## src/rtl/hashed_weighted_select_defines.svh

```systemverilog
// Assertion macros for the RTL (included by hws_ctrl).
// Each expects clk and rst_n in scope.
`ifndef HASHED_WEIGHTED_SELECT_DEFINES_SVH
`define HASHED_WEIGHTED_SELECT_DEFINES_SVH
`ifndef NO_ASSERTIONS
`define HWS_ASSERT_IMP(label, ante, cons) \
    label: assert property (@(posedge clk) disable iff (!rst_n) (ante) |-> (cons)) \
        else $error("assertion failed");
`define HWS_ASSERT_NXT(label, ante, cons) \
    label: assert property (@(posedge clk) disable iff (!rst_n) (ante) |=> (cons)) \
        else $error("assertion failed");
`else
`define HWS_ASSERT_IMP(label, ante, cons)
`define HWS_ASSERT_NXT(label, ante, cons)
`endif
`endif

```

## src/rtl/hws_pkg.sv

```systemverilog
package hws_pkg;

    localparam logic [1:0] CMD_ADD  = 2'd0;
    localparam logic [1:0] CMD_PICK = 2'd1;
    localparam logic [1:0] CMD_MARK = 2'd2;

    localparam logic [2:0] ST_OK      = 3'd0;
    localparam logic [2:0] ST_REJECT  = 3'd1;
    localparam logic [2:0] ST_NOPICK  = 3'd2;
    localparam logic [2:0] ST_DEFAULT = 3'd3;
    localparam logic [2:0] ST_ENTRY   = 3'd4;

    localparam logic [2:0] MUL_X  = 3'd0;
    localparam logic [2:0] MUL_Z  = 3'd1;
    localparam logic [2:0] MUL_L  = 3'd2;
    localparam logic [2:0] MUL_F1 = 3'd3;
    localparam logic [2:0] MUL_F2 = 3'd4;

    localparam logic [63:0] C_X  = 64'd341873128712;
    localparam logic [63:0] C_Z  = 64'd132897987541;
    localparam logic [63:0] C_L  = 64'd668268263;
    localparam logic [63:0] C_F1 = 64'hFF51AFD7ED558CCD;
    localparam logic [63:0] C_F2 = 64'hC4CEB9FE1A85EC53;

    localparam int DEFAULT_WEIGHT = 256;
    localparam int MUL_STEPS      = 16;  // 4 multiplier bits per step
    localparam int DIV_STEPS      = 64;  // 1 quotient bit per step

    typedef struct packed {
        logic       latch;
        logic       simple;
        logic       sum_start;
        logic       sum_step;
        logic       mul_start;
        logic       mul_step;
        logic       mul_end;
        logic [2:0] mul_sel;
        logic       div_start;
        logic       div_step;
        logic       check;
        logic       walk_step;
    } ctrl_cmd_t;

    typedef struct packed {
        logic pick_go;
        logic sum_done;
        logic is_default;
        logic walk_done;
    } dp_stat_t;

    function automatic logic [63:0] mul_const(input logic [2:0] sel);
        logic [63:0] c;
        case (sel)
            MUL_X:   c = C_X;
            MUL_Z:   c = C_Z;
            MUL_L:   c = C_L;
            MUL_F1:  c = C_F1;
            MUL_F2:  c = C_F2;
            default: c = '0;
        endcase
        return c;
    endfunction

endpackage

```

## src/rtl/hashed_weighted_select.sv

```systemverilog
// Hashed weighted selection over NUM_LISTS lists of up to MAX_ENTRIES entries.
// Request channel: start with the command fields; a request is taken at a
// rising edge with start high and busy low. busy stays high until the result.
// Result channel: done is high for one cycle with status and chosen_id; the
// receiver cannot stall, so the result must be taken in that cycle.
// Sequence: add, mark, a bad command and a pick of an empty or absent list
//   go from decode straight to the response. Any other pick sums the weights,
//   runs five multiplies (load, 16 steps of 4 multiplier bits, finish) and a
//   64-step remainder unit, then walks the entries unless the default wins
//   (the walk stops at the first chosen entry or at the last entry).
// One request at a time: the next start is taken the cycle after done.
// Reset clears entry counts, the valid-id map and the controller; entry
// memory contents are not cleared (only entries below the count are read).
module hashed_weighted_select
    import hws_pkg::*;
#(
    parameter int MAX_ENTRIES = 16,
    parameter int NUM_LISTS   = 3
)
(
    input  logic               clk,
    input  logic               rst_n,
    input  logic               start,
    output logic               busy,
    input  logic [1:0]         command,
    input  logic [1:0]         list_select,
    input  logic [7:0]         entry_id,
    input  logic [15:0]        entry_weight,
    input  logic signed [63:0] world_seed,
    input  logic signed [31:0] coord_x,
    input  logic signed [31:0] coord_z,
    input  logic               default_present,
    input  logic [7:0]         default_id,
    output logic               done,
    output logic [2:0]         status,
    output logic [7:0]         chosen_id
);

    ctrl_cmd_t ctrl_cmd;
    dp_stat_t  dp_stat;

    // sequencer: one state per phase of a request
    hws_ctrl u_ctrl (
        .clk   (clk),
        .rst_n (rst_n),
        .start (start),
        .stat  (dp_stat),
        .cmd   (ctrl_cmd),
        .busy  (busy),
        .done  (done)
    );

    // storage, hash multiplier, remainder unit and walk logic
    hws_dp #(
        .MAX_ENTRIES (MAX_ENTRIES),
        .NUM_LISTS   (NUM_LISTS)
    ) u_dp (
        .clk             (clk),
        .rst_n           (rst_n),
        .cmd             (ctrl_cmd),
        .command         (command),
        .list_select     (list_select),
        .entry_id        (entry_id),
        .entry_weight    (entry_weight),
        .world_seed      (world_seed),
        .coord_x         (coord_x),
        .coord_z         (coord_z),
        .default_present (default_present),
        .default_id      (default_id),
        .stat            (dp_stat),
        .status          (status),
        .chosen_id       (chosen_id)
    );

endmodule

```

## src/rtl/hws_ctrl.sv

```systemverilog
module hws_ctrl
    import hws_pkg::*;
(
    input  logic      clk,
    input  logic      rst_n,
    input  logic      start,
    input  dp_stat_t  stat,
    output ctrl_cmd_t cmd,
    output logic      busy,
    output logic      done
);
`include "hashed_weighted_select_defines.svh"

    localparam logic [3:0] S_IDLE   = 4'd0;
    localparam logic [3:0] S_DECODE = 4'd1;
    localparam logic [3:0] S_SUM    = 4'd2;
    localparam logic [3:0] S_MLOAD  = 4'd3;
    localparam logic [3:0] S_MRUN   = 4'd4;
    localparam logic [3:0] S_MEND   = 4'd5;
    localparam logic [3:0] S_DLOAD  = 4'd6;
    localparam logic [3:0] S_DRUN   = 4'd7;
    localparam logic [3:0] S_CHECK  = 4'd8;
    localparam logic [3:0] S_WALK   = 4'd9;
    localparam logic [3:0] S_RESP   = 4'd10;

    logic [3:0] state_reg, state_next;
    logic [5:0] cnt_reg, cnt_next;
    logic [2:0] sel_reg, sel_next;

    always_ff @(posedge clk or negedge rst_n)
    begin
        if (!rst_n)
        begin
            state_reg <= S_IDLE;
            cnt_reg   <= '0;
            sel_reg   <= MUL_X;
        end
        else
        begin
            state_reg <= state_next;
            cnt_reg   <= cnt_next;
            sel_reg   <= sel_next;
        end
    end

    always_comb
    begin
        state_next = state_reg;
        cnt_next   = cnt_reg;
        sel_next   = sel_reg;
        cmd        = '0;
        cmd.mul_sel = sel_reg;
        case (state_reg)
            S_IDLE:
            begin
                if (start)
                begin
                    cmd.latch  = 1'b1;
                    state_next = S_DECODE;
                end
            end
            S_DECODE:
            begin
                if (stat.pick_go)
                begin
                    cmd.sum_start = 1'b1;
                    sel_next      = MUL_X;
                    state_next    = S_SUM;
                end
                else
                begin
                    cmd.simple = 1'b1;
                    state_next = S_RESP;
                end
            end
            S_SUM:
            begin
                cmd.sum_step = 1'b1;
                if (stat.sum_done)
                    state_next = S_MLOAD;
            end
            S_MLOAD:
            begin
                cmd.mul_start = 1'b1;
                cnt_next      = '0;
                state_next    = S_MRUN;
            end
            S_MRUN:
            begin
                cmd.mul_step = 1'b1;
                cnt_next     = cnt_reg + 6'd1;
                if (cnt_reg == 6'(MUL_STEPS - 1))
                    state_next = S_MEND;
            end
            S_MEND:
            begin
                cmd.mul_end = 1'b1;
                if (sel_reg == MUL_F2)
                    state_next = S_DLOAD;
                else
                begin
                    sel_next   = sel_reg + 3'd1;
                    state_next = S_MLOAD;
                end
            end
            S_DLOAD:
            begin
                cmd.div_start = 1'b1;
                cnt_next      = '0;
                state_next    = S_DRUN;
            end
            S_DRUN:
            begin
                cmd.div_step = 1'b1;
                cnt_next     = cnt_reg + 6'd1;
                if (cnt_reg == 6'(DIV_STEPS - 1))
                    state_next = S_CHECK;
            end
            S_CHECK:
            begin
                cmd.check  = 1'b1;
                state_next = stat.is_default ? S_RESP : S_WALK;
            end
            S_WALK:
            begin
                cmd.walk_step = 1'b1;
                if (stat.walk_done)
                    state_next = S_RESP;
            end
            S_RESP:
            begin
                state_next = S_IDLE;
            end
            default:
            begin
                state_next = S_IDLE;
            end
        endcase
    end

    assign busy = (state_reg != S_IDLE);
    assign done = (state_reg == S_RESP);

    `HWS_ASSERT_NXT(a_accept_busy, start && !busy, busy)
    `HWS_ASSERT_NXT(a_done_single, done, !done && !busy)
    `HWS_ASSERT_IMP(a_walk_not_default, state_reg == S_WALK, !cmd.check && !cmd.simple)

endmodule

```

## src/rtl/hws_dp.sv

```systemverilog
module hws_dp
    import hws_pkg::*;
#(
    parameter int MAX_ENTRIES = 16,
    parameter int NUM_LISTS   = 3
)
(
    input  logic               clk,
    input  logic               rst_n,
    input  ctrl_cmd_t          cmd,
    input  logic [1:0]         command,
    input  logic [1:0]         list_select,
    input  logic [7:0]         entry_id,
    input  logic [15:0]        entry_weight,
    input  logic signed [63:0] world_seed,
    input  logic signed [31:0] coord_x,
    input  logic signed [31:0] coord_z,
    input  logic               default_present,
    input  logic [7:0]         default_id,
    output dp_stat_t           stat,
    output logic [2:0]         status,
    output logic [7:0]         chosen_id
);

    localparam int DEPTH  = NUM_LISTS * MAX_ENTRIES;
    localparam int ADDR_W = (DEPTH > 1) ? $clog2(DEPTH) : 1;
    localparam int CNT_W  = $clog2(MAX_ENTRIES + 1);
    localparam int LSEL_W = (NUM_LISTS > 1) ? $clog2(NUM_LISTS) : 1;
    localparam int TOT_W  = $clog2(DEFAULT_WEIGHT + MAX_ENTRIES * 65535 + 1);

    // latched request
    logic [1:0]  cmd_reg;
    logic [1:0]  list_reg;
    logic [7:0]  id_reg;
    logic [15:0] weight_reg;
    logic [31:0] x_reg;
    logic [31:0] z_reg;
    logic        dflt_reg;
    logic [7:0]  did_reg;

    // hash / multiply / divide
    logic [63:0]      h_reg;
    logic [63:0]      a_reg;
    logic [63:0]      b_reg;
    logic [63:0]      prod_reg;
    logic [TOT_W-1:0] total_reg;
    logic [TOT_W-1:0] rem_reg;

    // entry walk
    logic [CNT_W-1:0] cnt_reg [NUM_LISTS];
    logic [255:0]     valid_reg;
    logic [CNT_W-1:0] idx_reg;
    logic             pend_reg;
    logic             pend_last_reg;
    logic [2:0]       res_status_reg;
    logic [7:0]       res_id_reg;

    logic [23:0] mem [DEPTH];
    logic [23:0] rd_data_reg;

    logic [LSEL_W-1:0] lidx;
    logic              list_ok;
    logic [CNT_W-1:0]  count_cur;
    logic              add_ok;
    logic              mem_we;
    logic [ADDR_W-1:0] waddr;
    logic [ADDR_W-1:0] raddr;
    logic              issue;
    logic [TOT_W-1:0]  dw;
    logic [7:0]        rd_id;
    logic [TOT_W-1:0]  rd_w;
    logic              rd_valid;
    logic              roll_in;
    logic              hit;
    logic [63:0]       a_sel;
    logic [63:0]       hx;
    logic [TOT_W:0]    trial;

    assign lidx      = LSEL_W'(list_reg);
    assign list_ok   = (int'(list_reg) < NUM_LISTS);
    assign count_cur = list_ok ? cnt_reg[lidx] : '0;
    assign add_ok    = list_ok && (weight_reg != 16'd0) && (count_cur < CNT_W'(MAX_ENTRIES));
    assign mem_we    = cmd.simple && (cmd_reg == CMD_ADD) && add_ok;
    assign waddr     = ADDR_W'(int'(lidx) * MAX_ENTRIES + int'(count_cur));
    assign raddr     = ADDR_W'(int'(lidx) * MAX_ENTRIES + int'(idx_reg));
    assign issue     = (cmd.sum_step || cmd.walk_step) && (idx_reg < count_cur);
    assign dw        = dflt_reg ? TOT_W'(DEFAULT_WEIGHT) : '0;

    assign rd_id    = rd_data_reg[23:16];
    assign rd_w     = TOT_W'(rd_data_reg[15:0]);
    assign rd_valid = valid_reg[rd_id];
    assign roll_in  = (rem_reg < rd_w);
    assign hit      = roll_in && rd_valid;

    assign stat.pick_go    = (cmd_reg == CMD_PICK) && list_ok && (count_cur != '0);
    assign stat.sum_done   = pend_reg && pend_last_reg;
    assign stat.is_default = (rem_reg < dw);
    assign stat.walk_done  = pend_reg && (hit || pend_last_reg);

    always_comb
    begin
        case (cmd.mul_sel)
            MUL_X:   a_sel = {{32{x_reg[31]}}, x_reg};
            MUL_Z:   a_sel = {{32{z_reg[31]}}, z_reg};
            MUL_L:   a_sel = {62'd0, list_reg};
            default: a_sel = h_reg;
        endcase
    end

    assign hx    = h_reg ^ prod_reg;
    assign trial = {rem_reg, h_reg[63]};

    always_ff @(posedge clk)
    begin
        if (mem_we)
            mem[waddr] <= {id_reg, weight_reg};
        rd_data_reg <= mem[raddr];
    end

    // control state
    always_ff @(posedge clk or negedge rst_n)
    begin
        if (!rst_n)
        begin
            for (int i = 0; i < NUM_LISTS; i++)
                cnt_reg[i] <= '0;
            valid_reg     <= '0;
            idx_reg       <= '0;
            pend_reg      <= 1'b0;
            pend_last_reg <= 1'b0;
        end
        else
        begin
            if (mem_we)
                cnt_reg[lidx] <= count_cur + CNT_W'(1);
            if (cmd.simple && (cmd_reg == CMD_MARK))
                valid_reg[id_reg] <= 1'b1;
            if (cmd.sum_start || cmd.check)
            begin
                idx_reg  <= '0;
                pend_reg <= 1'b0;
            end
            else if (cmd.sum_step || cmd.walk_step)
            begin
                pend_reg <= issue;
                if (issue)
                begin
                    idx_reg       <= idx_reg + CNT_W'(1);
                    pend_last_reg <= (idx_reg == count_cur - CNT_W'(1));
                end
            end
        end
    end

    // payload
    always_ff @(posedge clk)
    begin
        if (cmd.latch)
        begin
            cmd_reg    <= command;
            list_reg   <= list_select;
            id_reg     <= entry_id;
            weight_reg <= entry_weight;
            x_reg      <= coord_x;
            z_reg      <= coord_z;
            dflt_reg   <= default_present;
            did_reg    <= default_id;
            h_reg      <= world_seed;
        end

        if (cmd.simple)
        begin
            res_id_reg <= 8'd0;
            case (cmd_reg)
                CMD_ADD:  res_status_reg <= add_ok ? ST_OK : ST_REJECT;
                CMD_PICK: res_status_reg <= ST_NOPICK;
                CMD_MARK: res_status_reg <= ST_OK;
                default:  res_status_reg <= ST_REJECT;
            endcase
        end

        if (cmd.sum_start)
            total_reg <= dw;
        else if (cmd.sum_step && pend_reg)
            total_reg <= total_reg + rd_w;

        // 64x64 low product, 4 multiplier bits per step
        if (cmd.mul_start)
        begin
            a_reg    <= a_sel;
            b_reg    <= mul_const(cmd.mul_sel);
            prod_reg <= '0;
        end
        else if (cmd.mul_step)
        begin
            prod_reg <= prod_reg + a_reg * b_reg[3:0];
            a_reg    <= a_reg << 4;
            b_reg    <= b_reg >> 4;
        end

        if (cmd.mul_end)
        begin
            case (cmd.mul_sel)
                MUL_L:   h_reg <= hx ^ (hx >> 33);
                MUL_F1,
                MUL_F2:  h_reg <= prod_reg ^ (prod_reg >> 33);
                default: h_reg <= hx;
            endcase
        end
        else if (cmd.div_step)
            h_reg <= h_reg << 1;

        // restoring remainder, hash bits shifted in from the top
        if (cmd.div_start)
            rem_reg <= '0;
        else if (cmd.div_step)
        begin
            if (trial >= {1'b0, total_reg})
                rem_reg <= TOT_W'(trial - {1'b0, total_reg});
            else
                rem_reg <= TOT_W'(trial);
        end
        else if (cmd.check)
        begin
            if (stat.is_default)
            begin
                res_status_reg <= ST_DEFAULT;
                res_id_reg     <= did_reg;
            end
            else
                rem_reg <= rem_reg - dw;
        end
        else if (cmd.walk_step && pend_reg)
        begin
            rem_reg <= roll_in ? '0 : rem_reg - rd_w;
            // last entry: chosen exactly when its id is valid
            if (hit || pend_last_reg)
            begin
                res_status_reg <= rd_valid ? ST_ENTRY : ST_NOPICK;
                res_id_reg     <= rd_valid ? rd_id : 8'd0;
            end
        end
    end

    assign status    = res_status_reg;
    assign chosen_id = res_id_reg;

endmodule
```

## config.mk

```make
export PLATFORM = sky130hd
export DESIGN_NAME = hashed_weighted_select
export DESIGN_NICKNAME = d
export VERILOG_FILES = /design/src/rtl/hws_pkg.sv /design/src/rtl/hashed_weighted_select.sv /design/src/rtl/hws_ctrl.sv /design/src/rtl/hws_dp.sv
export VERILOG_INCLUDE_DIRS = /design/src /design/src/rtl
export SDC_FILE = /design/constraint.sdc
export NUM_CORES = 2
export LEC_CHECK = 0
export BUFFER_PORTS_ARGS = -buffer_cell sky130_fd_sc_hd__buf_4
export CORE_MARGIN = 2
export CORE_UTILIZATION = 45
export DETAILED_ROUTE_END_ITERATION = 6
export PLACE_DENSITY = 0.61
export SETUP_SLACK_MARGIN = 0.05
export SYNTH_ARGS = -nofsm -noshare
export SYNTH_HDL_FRONTEND = slang
export SYNTH_SLANG_ARGS = --single-unit
```

## constraint.sdc

```tcl
create_clock -name clk -period 6.35 [get_ports clk]
set_input_delay 1.27 -clock clk [delete_from_list [all_inputs] [get_ports clk]]
set_output_delay 1.27 -clock clk [all_outputs]
set_load 0.02 [all_outputs]
```

==> out/metrics.yaml <==
status: "finished, final reports clean"
syn_inst: 6400
syn_area_sq_um: 89800
synth_compound_area_frac: 0.0882
p_leak_nw: 37.2
yosysUniqueCellTypes: 80
max_slew_margin: 0.169
ys_ff_latch: 1874
cts_buffers: 194
synth-edff-count: 1463
synthArstFlopShare: 0.155
rows: 163
ir_drop_uv: 340
place_area_sq_um: 94700
nets: 7040
yosys_warnings: 0
syn_nets: 6895
cts_hold_buf: 0
worstPathBufferInverterCount: 3
place_congestion: 0.894
cp.required_ns: 7.09
clock_latency_ns: 0.85
fp.dieH_um: 451
timing.setup.tns_ns: 0
final_antenna_net_count: 0
hold_class: "in2async"
startpoint_type: "register"
cts_tree: "done"
cp_slowest_cell: "a31oi_1"
io_pins: 181
ys.flop_type: "edfxtp_1"
grt_pass1_wl_um: 362000
clockRootBuffer: "clkbuf_16"
yosysMostFrequentCell: "edfxtp_1"
synth_top_area_frac: 0.489
postCtsResizedCells: 0
grtUsageTotal: 0.238
cp_data_arrival_time_ns: 6.63
die_width_um: 451
antenna_found_initial: 16
drv_cap: 0
endpoint_kind: "register"
initial_core_util: 0.454
drive_gt1_frac: 0.176
drc: 0
routed_wl_um: 243000
critPathKind: "reg2reg"
clock.fmax_mhz: 170
synth.area.mux_share: 0.124
max_stage_delay_ns: 0.54
worst_pin_slew_ns: 1.24
path_delay_family: "compound AO/OA/AOI/OAI gates"
ctsLongestPathBuffers: 3
setup_viol: 0
fillers: 16606
grt.overflow.total: 0
final_area_sq_um: 101000
syn_to_final_growth_pct: 12.5
place.detailed.hpwl_um: 154000
vias: 55023
wl_per_cell_um: 26.0
via_per_inst: 5.89
synth_top_cell_by_area: "edfxtp_1"
firstDrtPassIters: 7
slew_violations: 0
synth_adder_area_share: 0.0610
drtIter0Drc: 5422
grt_pass1_vias: 55698
grt_max_degree: 119
synth.area.top_cells: "edfxtp_1 (49%), mux4_2 (11%), dfrtp_1 (8.1%), fa_1 (4.1%), dfxtp_1 (2.7%)"
skew_ns: 0.0656
crit_chain: "buf_12, and2_1, fa_1, fa_1, inv_1, fa_1, inv_1, ha_1, a21oi_1, o221ai_1, a221oi_1, o21ai_0, a41oi_1, a21oi_1, a31oi_1, o21ai_0, a22o_1, a31oi_1, mux2i_1"
synthTopCellsByCount: "edfxtp_1 (1,463), nand2_1 (482), mux4_2 (437)"
synth_xor_area_frac: 0.0209
period_share: 0.928
yosys.area_share.simple: 0.0766
postCtsSetupBuffers: 0
dieArea_sq_um: 203000
coreArea_sq_um: 198000
largest_reg_flops: 1152
rsz0062_at_grt: "false"
cp_common_cell: "fa_1"
powerDensity_nw_per_um2: 487
path_max_fanout: 63
synth_top_family_by_area: "multiplexers"
avgSynthCellArea_sq_um: 14.0
htreeDepth: 4
cts.sinks: 1874
place.port_buffers: 180
period_minus_slack_ns: 5.89
path_clk_slew_ns: 0.06
ys_seq_area_frac: 0.597
hold_viol_final: 0
==> area by class of cell <==
cell class,instances,area (sq um),area share
Multi-Input combinational cell,3779,33700,0.333
Clock buffer,247,5130,0.0509
Timing Repair Buffer,349,2770,0.0274
Clock inverter,106,1150,0.0114
Sequential cell,1874,53600,0.531
Tap cell,2640,3300,0.0327
Antenna cell,5,12.5,0.000124
Inverter,347,1310,0.0129
==> layout by cell type, fill, tap and decap left out, drive strengths merged, types with 61 or more instances in the layout <==
cell type	netlist	routed
o21bai	152	152
a21o	165	165
clkinv	0	82
and2	243	243
nand2	482	482
o21ai	279	279
xnor2	143	143
mux2i	107	107
xor2	71	71
inv	347	349
dfrtp	291	291
edfxtp	1463	1463
a31oi	122	122
buf	78	349
nand3	61	61
nor2	357	357
fa	185	185
dfxtp	120	120
ha	142	142
a21oi	264	264
mux4	437	437
clkbuf	322	247
==> metrics by stage <==
stage | setup WS, ns | cells | hold WS (ns) | total power (W) | utilization
after floorplan | 0.353 | 6400 | 0.423 | 0.0317 | -
after global placement | 0.603 | 8989 | 0.432 | 0.0379 | 0.479
after detailed placement | 0.435 | 8989 | 0.439 | 0.0381 | 0.479
after CTS | 0.412 | 9342 | 0.453 | 0.0495 | 0.510
after global routing | 0.0715 | 9347 | 0.465 | 0.0524 | 0.510
final | 0.458 | 9347 | 0.444 | 0.0492 | 0.510
==> routing by layer <==
metal / wire length, um / GRT usage
met5: 27 / 0
met4: 8520 / 0.0825
met3: 13000 / 0.0344
met2: 125000 / 0.413
met1: 96600 / 0.305
==> worst paths after layout <==
path	from	endpoint	slack [ns]	cells after the start
min reg2reg	u_dp.valid_reg[6]	u_dp.valid_reg[6]	0.45	1
min in group clk	u_dp.valid_reg[6]	u_dp.valid_reg[6]	0.45	1
max reg2reg	u_dp.b_reg[1]	u_dp.prod_reg[63]	0.46	19
min	rst_n	u_ctrl.cnt_reg[3]	0.44	1
max	u_dp.b_reg[1]	u_dp.prod_reg[63]	0.46	19
max in group asynchronous	rst_n	u_dp.valid_reg[24]	4.31	2
==> report_power, final <==
part	switching, W	total (W)	internal, W
clock	0.00493	0.0113	0.00636
combinational	0.0132	0.0218	0.00856
sequential	0.00140	0.0161	0.0147
total	0.0196	0.0492	0.0297
==> kinds of logic (layout without fill, tap and decap cells) <==
kind of cell	after synthesis	count (layout)
buf+inv	747	1049
compound gates	1226	1226
flops	1874	1874
simple gates	1447	1447
xor+xnor	214	214
mux	565	565
other cells	0	5
fa+ha+maj	327	327
==> worst register-to-register path, stage by stage (launching register included) <==
cell and delay [ns]:
edfxtp_1 0.43, buf_12 0.23, and2_1 0.22, fa_1 0.51, fa_1 0.50, inv_1 0.05
fa_1 0.49, inv_1 0.05, ha_1 0.39, a21oi_1 0.24, o221ai_1 0.18, a221oi_1 0.26
o21ai_0 0.11, a41oi_1 0.34, a21oi_1 0.22, a31oi_1 0.54, o21ai_0 0.39, a22o_1 0.29
a31oi_1 0.18, mux2i_1 0.20
(Power assumes the default switching activity.)
